[config.mk]
export PLATFORM = sky130hd
export DESIGN_NAME = plane_distance_rms_roughness_core
export DESIGN_NICKNAME = d
export VERILOG_FILES = /design/src/rtl/pdrr_pkg.sv /design/src/rtl/plane_distance_rms_roughness_core.sv
export SDC_FILE = /design/constraint.sdc
export NUM_CORES = 2
export LEC_CHECK = 0
export ABC_CLOCK_PERIOD_IN_PS = 25900
export BUFFER_PORTS_ARGS = -buffer_cell sky130_fd_sc_hd__buf_2
export CAP_MARGIN = 10
export CORE_UTILIZATION = 45
export CTS_CLUSTER_DIAMETER = 100
export DETAILED_ROUTE_END_ITERATION = 16
export HOLD_SLACK_MARGIN = 0.02
export SLEW_MARGIN = 15
export SYNTH_ARGS = -nofsm -noshare
export SYNTH_HDL_FRONTEND = slang
export SYNTH_SLANG_ARGS = --single-unit
export TNS_END_PERCENT = 50
[constraint.sdc]
create_clock -name clk -period 25.9 [get_ports clk]
set_clock_uncertainty 0.05 [all_clocks]
set_input_delay 0 -clock clk [delete_from_list [all_inputs] [get_ports clk]]
set_output_delay 0 -clock clk [all_outputs]
set_load 0.01 [all_outputs]
[src/rtl/pdrr_pkg.sv]
// Shared constants for the point-to-plane RMS roughness core.
// Field widths, configuration register indexes and reset values.
// No dependencies.
`default_nettype none

package pdrr_pkg;

	// Field widths
	localparam int COORD_W = 24;
	localparam int NORM_W  = 16;
	localparam int DIST_W  = 23;
	localparam int SCORE_W = 17;
	localparam int CNT_W   = 17;
	localparam int SUM_W   = 64;
	localparam int DOT_W   = 42;

	// Stream and configuration port widths
	localparam int IN_DATA_W  = 72;
	localparam int OUT_DATA_W = 48;
	localparam int CFG_IDX_W  = 3;
	localparam int CFG_DATA_W = 24;

	// Inlier accumulation limit
	localparam logic [CNT_W-1:0] MAX_POINTS = 17'd65536;

	// Score of 1.0 in Q1.16
	localparam logic [SCORE_W-1:0] SCORE_ONE = 17'd65536;

	// Configuration register indexes
	localparam logic [CFG_IDX_W-1:0] REG_CENTROID_X  = 3'd0;
	localparam logic [CFG_IDX_W-1:0] REG_CENTROID_Y  = 3'd1;
	localparam logic [CFG_IDX_W-1:0] REG_CENTROID_Z  = 3'd2;
	localparam logic [CFG_IDX_W-1:0] REG_NORMAL_X    = 3'd3;
	localparam logic [CFG_IDX_W-1:0] REG_NORMAL_Y    = 3'd4;
	localparam logic [CFG_IDX_W-1:0] REG_NORMAL_Z    = 3'd5;
	localparam logic [CFG_IDX_W-1:0] REG_INLIER_LIM  = 3'd6;
	localparam logic [CFG_IDX_W-1:0] REG_MAX_ROUGH   = 3'd7;

	// Reset values
	localparam logic [NORM_W-1:0] NORMAL_Z_RST     = 16'd16384;
	localparam logic [DIST_W-1:0] INLIER_LIM_RST   = 23'd13107;
	localparam logic [DIST_W-1:0] MAX_ROUGH_RST    = 23'd3277;

endpackage

`default_nettype wire

[src/rtl/plane_distance_rms_roughness_core.sv]
// Point-to-plane RMS roughness core: per-point distance, inlier test and cloud score.
// One multiplier and one compare-subtract unit shared under a small sequencer.
// Depends on pdrr_pkg.
//
// Usage:
//  Points arrive on the s_axis channel, one word per point; s_axis_tlast marks the
//  final point of a cloud. Every point gives one word on the m_axis channel holding
//  its distance to the plane and its inlier flag; the word for the final point also
//  carries the score and no-inlier flag, with m_axis_tlast high.
//  Plane centroid, normal, inlier limit and maximum roughness are written through
//  cfg_we / cfg_index / cfg_data; the user must write them only while no point is
//  in flight, and the core has no check for it. A point passes three times through
//  the shared multiplier, once per axis, and once more for the squaring pass before
//  its result word. The final point of a cloud, unless it has no inliers, adds a
//  64-step division of the square sum by the inlier count, a 32-step square root and
//  a 64-step division by the maximum roughness, all on the shared compare-subtract
//  unit, one bit per cycle. s_axis_tready is high only while the sequencer is idle,
//  so a new point is taken only once the previous result word is in the output register.
//  A result word sits in an output register; when the receiver stalls, the next
//  point is still taken and worked on, and its result waits until the register frees.
//  Reset clears the sums, the sequencer and the output valid, and loads the
//  configuration reset values (normal pointing along z).
`default_nettype none

module plane_distance_rms_roughness_core (
	input  wire                               clk,
	input  wire                               arst_n,
	// s_axis_tdata: point_x[23:0], point_y[47:24], point_z[71:48]
	input  wire                               s_axis_tvalid,
	output logic                              s_axis_tready,
	input  wire [pdrr_pkg::IN_DATA_W-1:0]     s_axis_tdata,
	input  wire                               s_axis_tlast,
	// m_axis_tdata: distance[22:0], is_inlier[23], score[40:24], no_inliers[41], zero[47:42]
	output logic                              m_axis_tvalid,
	input  wire                               m_axis_tready,
	output logic [pdrr_pkg::OUT_DATA_W-1:0]   m_axis_tdata,
	output logic                              m_axis_tlast,
	input  wire                               cfg_we,
	input  wire [pdrr_pkg::CFG_IDX_W-1:0]     cfg_index,
	input  wire [pdrr_pkg::CFG_DATA_W-1:0]    cfg_data
);
	import pdrr_pkg::*;

	localparam logic [3:0] ST_IDLE = 4'd0;
	localparam logic [3:0] ST_MUL  = 4'd1;
	localparam logic [3:0] ST_ADD  = 4'd2;
	localparam logic [3:0] ST_DIST = 4'd3;
	localparam logic [3:0] ST_SQ   = 4'd4;
	localparam logic [3:0] ST_ACC  = 4'd5;
	localparam logic [3:0] ST_CHK  = 4'd6;
	localparam logic [3:0] ST_DIV1 = 4'd7;
	localparam logic [3:0] ST_SQRT = 4'd8;
	localparam logic [3:0] ST_DIV2 = 4'd9;
	localparam logic [3:0] ST_OUT  = 4'd10;

	localparam logic [1:0] AXIS_LAST = 2'd2;
	localparam logic [5:0] DIV_LAST  = 6'd63;
	localparam logic [5:0] SQRT_LAST = 6'd31;

	// Configuration registers
	logic [COORD_W-1:0] cx_q, cy_q, cz_q;
	logic [NORM_W-1:0]  nx_q, ny_q, nz_q;
	logic [DIST_W-1:0]  inlier_lim_q, max_rough_q;

	// Sequencer and point registers
	logic [3:0]         state_q;
	logic [1:0]         axis_q;
	logic [5:0]         step_q;
	logic [COORD_W-1:0] px_q, py_q, pz_q;
	logic               last_q;
	logic signed [48:0] prod_q;
	logic signed [DOT_W-1:0] dot_q;
	logic [DIST_W-1:0]  dist_q;
	logic               inl_q;
	logic [SUM_W-1:0]   square_sum_q;
	logic [CNT_W-1:0]   inlier_count_q;

	// Shared divide / square-root datapath
	logic [SUM_W-1:0]   acc_q;
	logic [SUM_W-1:0]   rem_q;
	logic [SUM_W-1:0]   bit_q;
	logic [DIST_W-1:0]  divisor_q;
	logic [SCORE_W-1:0] score_q;
	logic               none_q;

	// Output register
	logic               m_valid_q;
	logic [DIST_W-1:0]  o_dist_q;
	logic               o_inl_q;
	logic               o_last_q;
	logic [SCORE_W-1:0] o_score_q;
	logic               o_none_q;

	logic                    accept;
	logic                    out_load;
	logic [COORD_W-1:0]      p_sel, c_sel;
	logic [NORM_W-1:0]       n_sel;
	logic [COORD_W:0]        diff;
	logic signed [24:0]      mul_a;
	logic signed [23:0]      mul_b;
	logic signed [48:0]      mul_p;
	logic [DOT_W-1:0]        dot_u, mag;
	logic [DOT_W:0]          rnd;
	logic [28:0]             dist_full;
	logic [DIST_W-1:0]       dist_sat;
	logic [SUM_W:0]          sum_ext;
	logic [SUM_W-1:0]        sub_a, sub_b;
	logic [SUM_W:0]          sub_d;
	logic                    sub_ge;
	logic [SUM_W-1:0]        rem_sh;
	logic [SUM_W-1:0]        div_acc_nx, div_rem_nx;
	logic [SUM_W-1:0]        sqrt_res_nx, sqrt_v_nx;
	logic [SUM_W-1:0]        quot2;

	assign accept        = s_axis_tvalid && s_axis_tready;
	assign s_axis_tready = (state_q == ST_IDLE);
	assign out_load      = (state_q == ST_OUT) && (!m_valid_q || m_axis_tready);

	// Select the axis for the dot product
	always_comb begin
		case (axis_q)
			2'd0: begin
				p_sel = px_q; c_sel = cx_q; n_sel = nx_q;
			end
			2'd1: begin
				p_sel = py_q; c_sel = cy_q; n_sel = ny_q;
			end
			default: begin
				p_sel = pz_q; c_sel = cz_q; n_sel = nz_q;
			end
		endcase
	end

	assign diff = {p_sel[COORD_W-1], p_sel} - {c_sel[COORD_W-1], c_sel};

	// Shared multiplier: normal times offset, or distance squared
	always_comb begin
		if (state_q == ST_SQ) begin
			mul_a = $signed({2'b00, dist_q});
			mul_b = $signed({1'b0, dist_q});
		end else begin
			mul_a = $signed(diff);
			mul_b = $signed({{8{n_sel[NORM_W-1]}}, n_sel});
		end
	end
	assign mul_p = mul_a * mul_b;

	// Magnitude, round half up to Q.16, saturate
	assign dot_u     = dot_q;
	assign mag       = dot_q[DOT_W-1] ? (~dot_u + 42'd1) : dot_u;
	assign rnd       = {1'b0, mag} + 43'd8192;
	assign dist_full = rnd[42:14];
	assign dist_sat  = (|dist_full[28:23]) ? {DIST_W{1'b1}} : dist_full[22:0];

	// Saturating square accumulate
	assign sum_ext = {1'b0, square_sum_q} + {18'd0, prod_q[45:0]};

	// Shared compare-subtract unit
	assign rem_sh = {rem_q[SUM_W-2:0], acc_q[SUM_W-1]};
	always_comb begin
		if (state_q == ST_SQRT) begin
			sub_a = rem_q;
			sub_b = acc_q | bit_q;
		end else begin
			sub_a = rem_sh;
			sub_b = {41'd0, divisor_q};
		end
	end
	assign sub_d  = {1'b0, sub_a} - {1'b0, sub_b};
	assign sub_ge = !sub_d[SUM_W];

	// Next values of one restoring division step and one square-root step
	assign div_acc_nx  = {acc_q[SUM_W-2:0], sub_ge};
	assign div_rem_nx  = sub_ge ? sub_d[SUM_W-1:0] : rem_sh;
	assign sqrt_v_nx   = sub_ge ? sub_d[SUM_W-1:0] : rem_q;
	assign sqrt_res_nx = sub_ge ? ((acc_q >> 1) | bit_q) : (acc_q >> 1);
	assign quot2       = div_acc_nx;

	// Configuration writes
	always_ff @(posedge clk or negedge arst_n) begin
		if (!arst_n) begin
			cx_q         <= '0;
			cy_q         <= '0;
			cz_q         <= '0;
			nx_q         <= '0;
			ny_q         <= '0;
			nz_q         <= NORMAL_Z_RST;
			inlier_lim_q <= INLIER_LIM_RST;
			max_rough_q  <= MAX_ROUGH_RST;
		end else if (cfg_we) begin
			unique case (cfg_index)
				REG_CENTROID_X: cx_q         <= cfg_data;
				REG_CENTROID_Y: cy_q         <= cfg_data;
				REG_CENTROID_Z: cz_q         <= cfg_data;
				REG_NORMAL_X:   nx_q         <= cfg_data[NORM_W-1:0];
				REG_NORMAL_Y:   ny_q         <= cfg_data[NORM_W-1:0];
				REG_NORMAL_Z:   nz_q         <= cfg_data[NORM_W-1:0];
				REG_INLIER_LIM: inlier_lim_q <= cfg_data[DIST_W-1:0];
				REG_MAX_ROUGH:  max_rough_q  <= cfg_data[DIST_W-1:0];
				default: ;
			endcase
		end
	end

	// Point registers
	always_ff @(posedge clk) begin
		if (accept) begin
			px_q   <= s_axis_tdata[23:0];
			py_q   <= s_axis_tdata[47:24];
			pz_q   <= s_axis_tdata[71:48];
			last_q <= s_axis_tlast;
		end
	end

	// Sequencer
	always_ff @(posedge clk or negedge arst_n) begin
		if (!arst_n) begin
			state_q        <= ST_IDLE;
			axis_q         <= '0;
			step_q         <= '0;
			square_sum_q   <= '0;
			inlier_count_q <= '0;
			m_valid_q      <= 1'b0;
		end else begin
			// load a new output word, or drop the current one once taken
			if (out_load) begin
				m_valid_q <= 1'b1;
			end else if (m_axis_tready) begin
				m_valid_q <= 1'b0;
			end
			unique case (state_q)
				ST_IDLE: begin
					if (accept) begin
						axis_q  <= '0;
						dot_q   <= '0;
						state_q <= ST_MUL;
					end
				end
				ST_MUL: begin
					prod_q  <= mul_p;
					state_q <= ST_ADD;
				end
				ST_ADD: begin
					dot_q  <= dot_q + $signed(prod_q[DOT_W-1:0]);
					axis_q <= axis_q + 2'd1;
					state_q <= (axis_q == AXIS_LAST) ? ST_DIST : ST_MUL;
				end
				ST_DIST: begin
					dist_q  <= dist_sat;
					inl_q   <= dist_sat < inlier_lim_q;
					state_q <= ST_SQ;
				end
				ST_SQ: begin
					prod_q  <= mul_p;
					state_q <= ST_ACC;
				end
				ST_ACC: begin
					// accumulate inliers until the count limit
					if (inl_q && (inlier_count_q < MAX_POINTS)) begin
						square_sum_q   <= sum_ext[SUM_W] ? {SUM_W{1'b1}}
						                                 : sum_ext[SUM_W-1:0];
						inlier_count_q <= inlier_count_q + 17'd1;
					end
					state_q <= ST_CHK;
				end
				ST_CHK: begin
					score_q <= '0;
					none_q  <= 1'b0;
					if (!last_q) begin
						state_q <= ST_OUT;
					end else begin
						// final point: start the score, or flag no inliers, and clear the sums
						if (inlier_count_q == '0) begin
							none_q  <= 1'b1;
							state_q <= ST_OUT;
						end else begin
							acc_q     <= square_sum_q;
							rem_q     <= '0;
							divisor_q <= {6'd0, inlier_count_q};
							step_q    <= '0;
							state_q   <= ST_DIV1;
						end
						square_sum_q   <= '0;
						inlier_count_q <= '0;
					end
				end
				ST_DIV1: begin
					step_q <= step_q + 6'd1;
					if (step_q == DIV_LAST) begin
						// mean square becomes the square-root operand
						rem_q   <= div_acc_nx;
						acc_q   <= '0;
						bit_q   <= {2'b01, 62'd0};
						state_q <= ST_SQRT;
					end else begin
						acc_q <= div_acc_nx;
						rem_q <= div_rem_nx;
					end
				end
				ST_SQRT: begin
					bit_q  <= bit_q >> 2;
					if (step_q == SQRT_LAST) begin
						acc_q     <= {16'd0, sqrt_res_nx[31:0], 16'd0};
						rem_q     <= '0;
						divisor_q <= max_rough_q;
						step_q    <= '0;
						state_q   <= ST_DIV2;
					end else begin
						step_q <= step_q + 6'd1;
						acc_q  <= sqrt_res_nx;
						rem_q  <= sqrt_v_nx;
					end
				end
				ST_DIV2: begin
					step_q <= step_q + 6'd1;
					acc_q  <= div_acc_nx;
					rem_q  <= div_rem_nx;
					if (step_q == DIV_LAST) begin
						// clamp to 1.0
						score_q <= (quot2 > {47'd0, SCORE_ONE}) ? SCORE_ONE
						                                        : quot2[SCORE_W-1:0];
						state_q <= ST_OUT;
					end
				end
				ST_OUT: begin
					// hold until the output register frees
					if (out_load) begin
						state_q <= ST_IDLE;
					end
				end
				default: begin
					state_q <= ST_IDLE;
				end
			endcase
		end
	end

	// Output word register
	always_ff @(posedge clk) begin
		if (out_load) begin
			o_dist_q  <= dist_q;
			o_inl_q   <= inl_q;
			o_last_q  <= last_q;
			o_score_q <= score_q;
			o_none_q  <= none_q;
		end
	end

	assign m_axis_tvalid = m_valid_q;
	assign m_axis_tlast  = o_last_q;
	assign m_axis_tdata  = {6'd0, o_none_q, o_score_q, o_inl_q, o_dist_q};

endmodule

`default_nettype wire
==> impl_metrics.env <==
export IMPL_via_per_inst=5.81
export IMPL_wl_met3_mm=15.5
export IMPL_tritoncts="yes"
export IMPL_fmax_mhz=77.0
export IMPL_finalHoldViolations=0
export IMPL_grt_max_degree=93
export IMPL_crit_top_cell="fa_1"
export IMPL_synthMuxAreaShare_pct=3.60
export IMPL_grt_pass1_vias=49800
export IMPL_netlist_area_um2=61900
export IMPL_die_h_um=373
export IMPL_synthArstFlopShare_pct=37.7
export IMPL_wirelength_mm=207
export IMPL_antenna_found_initial=4
export IMPL_avgSynthCellArea_um2=9.48
export IMPL_rows=135
export IMPL_dr_first_iter_drc_count=4619
export IMPL_maxCapViolCount=0
export IMPL_hold_class="primary input to flip-flop"
export IMPL_gr_total_overflow=0
export IMPL_start_util_pct=45.6
export IMPL_min_from="cfg_data[21]"
export IMPL_crit_type="flip-flop to flip-flop"
export IMPL_cp_max_fo=42
export IMPL_synth_edf_count=429
export IMPL_worstPathRequired_ps=26300
export IMPL_htree_levels=3
export IMPL_synth_xor_area_share_pct=3.79
export IMPL_yosys_area_share_simple_pct=14.8
export IMPL_cpLargestDelayFamily="compound AO/OA/AOI/OAI gates"
export IMPL_startpoint_type="flip-flop"
export IMPL_finalNetCount=7827
export IMPL_status="finished, final reports clean"
export IMPL_synth_ff_type="edfxtp_1"
export IMPL_synth_cells=6536
export IMPL_mostFrequentLayoutCells="nand2_1, inv_1, fa_1"
export IMPL_holdPathEnd="cx_q[21]$_DFFE_PN0P_"
export IMPL_cts_buffers_inserted=81
export IMPL_setup_viol=0
export IMPL_synthDistinctLibCells=93
export IMPL_routabilityCongestion=0.974
export IMPL_wl_met1_mm=85.7
export IMPL_drv_slew=0
export IMPL_die_width_um=373
export IMPL_worstReg2RegEnd="prod_q[45]$_DFFE_PP_"
export IMPL_syn2layout_area_growth_pct=12.1
export IMPL_crit_path_max_incr_delay_ps=620
export IMPL_reg2reg_slack_ps=12910
export IMPL_fin_crit_ps=12990
export IMPL_rsz0062_at_grt="false"
export IMPL_vias=50100
export IMPL_grt_pass1_wl_mm=311
export IMPL_critical_path_slowest_cell="a211oi_1"
export IMPL_dp_hpwl_mm=157
export IMPL_synth_fa_ha_area_share_pct=26.3
export IMPL_clock_path_buffers=3
export IMPL_relSlewSlack_pct=15.6
export IMPL_firstDrtPassIters=6
export IMPL_synth_seq_cells=689
export IMPL_drtAntennaViolNets=0
export IMPL_worst_slew_pin_slew_ps=1270
export IMPL_numClockSinks=689
export IMPL_highest_layer="met4"
export IMPL_rr_worst_depth=40
export IMPL_drc=0
export IMPL_root_buffer="clkbuf_16"
export IMPL_drive_gt1_share_pct=9.87
export IMPL_synth_top_family_by_area="adder cells"
export IMPL_wl_met2_mm=93.4
export IMPL_crit_start="axis_q[0]$_DFFE_PN0P_"
export IMPL_crit_buf_inv=6
export IMPL_yosysWarnings=0
export IMPL_timing_final_crit_share_pct=50.2
export IMPL_worstSetupEndpointType="flip-flop"
export IMPL_wl_per_cell_um=23.9
export IMPL_clk_pin_slew_ps=60
export IMPL_ys_seq_area_share_pct=31.3
export IMPL_die_area_um2=139000
export IMPL_hold_depth=3
export IMPL_clkLatencyLatePin_ps=710
export IMPL_synth_compound_area_share_pct=13.7
export IMPL_port_buffers=149
export IMPL_core_area_um2=136000
export IMPL_layout_commonest_cell="nand2_1"
export IMPL_ios=156
export IMPL_arrival_ps=13390
export IMPL_rr_startpoint="axis_q[0]$_DFFE_PN0P_"
export IMPL_grt_usage_pct=29.4
export IMPL_tns_ps=0
## cell usage after synthesis (31+ instances only)
| cell type | instances | area, um^2 |
|---|---|---|
| dfrtp_1 | 244 | 6110 |
| inv_1 | 761 | 2860 |
| nand2_1 | 919 | 3450 |
| mux2_2 | 166 | 1870 |
| and3_1 | 38 | 238 |
| xnor2_1 | 173 | 1520 |
| mux2i_1 | 36 | 360 |
| or3_1 | 40 | 250 |
| o21a_1 | 52 | 390 |
| nor3_1 | 73 | 365 |
| and2_1 | 81 | 507 |
| nor4_1 | 37 | 231 |
| edfxtp_1 | 429 | 12900 |
| nand4_1 | 45 | 282 |
| ha_1 | 336 | 4200 |
| o21ai_0 | 312 | 1560 |
| clkbuf_1 | 245 | 920 |
| o21bai_1 | 37 | 278 |
| a22oi_1 | 98 | 736 |
| a21o_1 | 120 | 901 |
| a31oi_1 | 66 | 413 |
| a211oi_1 | 31 | 233 |
| a21oi_1 | 368 | 1840 |
| a22o_1 | 41 | 359 |
| nor2_1 | 545 | 2050 |
| xor2_1 | 90 | 788 |
| fa_1 | 604 | 12100 |
| nand2b_1 | 56 | 350 |
| nand3_1 | 94 | 470 |
| nor2b_1 | 34 | 213 |
## kinds of logic (layout without fill, tap and decap cells)
family / Yosys count / count (layout)
multiplexers: 202 / 202
buffers and inverters: 1048 / 1354
AND/OR/NAND/NOR: 2059 / 2059
other: 1 / 7
XOR/XNOR: 265 / 265
flip-flops: 689 / 689
adder cells (fa/ha/maj): 940 / 940
AO/OA/AOI/OAI: 1332 / 1332
## timing repair
| item | 4_1_cts | 5_1_grt |
|---|---|---|
| hold endpoints to repair | 491 | 0 |
| setup buffers | 0 | 0 |
| gates resized for setup | 0 | 0 |
| endpoints found under the setup margin | 0 | 0 |
| hold buffers | 182 | 0 |
## metrics by stage
step	cell area, um^2	hold WS [ps]	utilization, %	setup WS [ps]	instances
2_1_floorplan	62000	-346	-	14400	6541
3_3_place_gp	64800	-69.7	47.7	13280	8298
3_5_place_dp	64800	-63.3	47.7	13160	8298
4_1_cts	69400	67.6	51.1	13120	8628
5_1_grt	69400	120	51.1	12280	8628
6_report	69400	110	51.1	12910	8629
## sequential cells by signal, summed over array words and instances, names as in the netlist, 24 cells and up
signal        flops
dot_q            42
cx_q             24
py_q             24
px_q             24
prod_q           46
acc_q            64
cy_q             24
bit_q            32
cz_q             24
rem_q            64
pz_q             24
square_sum_q     64
## metal layers
layer / vias to the layer above / track usage [%]
met5: - / 0
met4: 0 / 15.3
met3: 394 / 4.37
met2: 2139 / 46.4
met1: 25000 / 39.3
li1: 22600 / -
## worst reg2reg max path, delay by kind of cell, from the launching register on
family                   cells  cell delay [ps]
buffers and inverters        6              880
AND/OR/NAND/NOR              4              920
XOR/XNOR                     1              400
adder cells (fa/ha/maj)     10             4940
AO/OA/AOI/OAI               19             5170
flip-flops                   1              390
## worst max-delay path by stage
stage                            to  slack, ps  cells after the start
2_1_floorplan  prod_q[45]$_DFFE_PP_      14400                     45
3_3_place_gp   prod_q[45]$_DFFE_PP_      13280                     40
3_5_place_dp   prod_q[45]$_DFFE_PP_      13160                     40
4_1_cts        prod_q[45]$_DFFE_PP_      13120                     40
5_1_grt        prod_q[45]$_DFFE_PP_      12280                     40
6_report       prod_q[45]$_DFFE_PP_      12910                     40
## layout make-up
cell class                      instances  area [um^2]
Inverter                              762         2860
Multi-Input combinational cell       4804        38800
Clock buffer                          109         2330
Sequential cell                       689        19400
Tap cell                             1781         2230
Clock inverter                         39          419
Timing Repair Buffer                  444         3440
Antenna cell                            1         2.50
Fill cell                           12500        66500
Power is left out: the tool's default activity adds up to more than one toggle a clock period on the data nets, which glitch-free logic cannot reach.
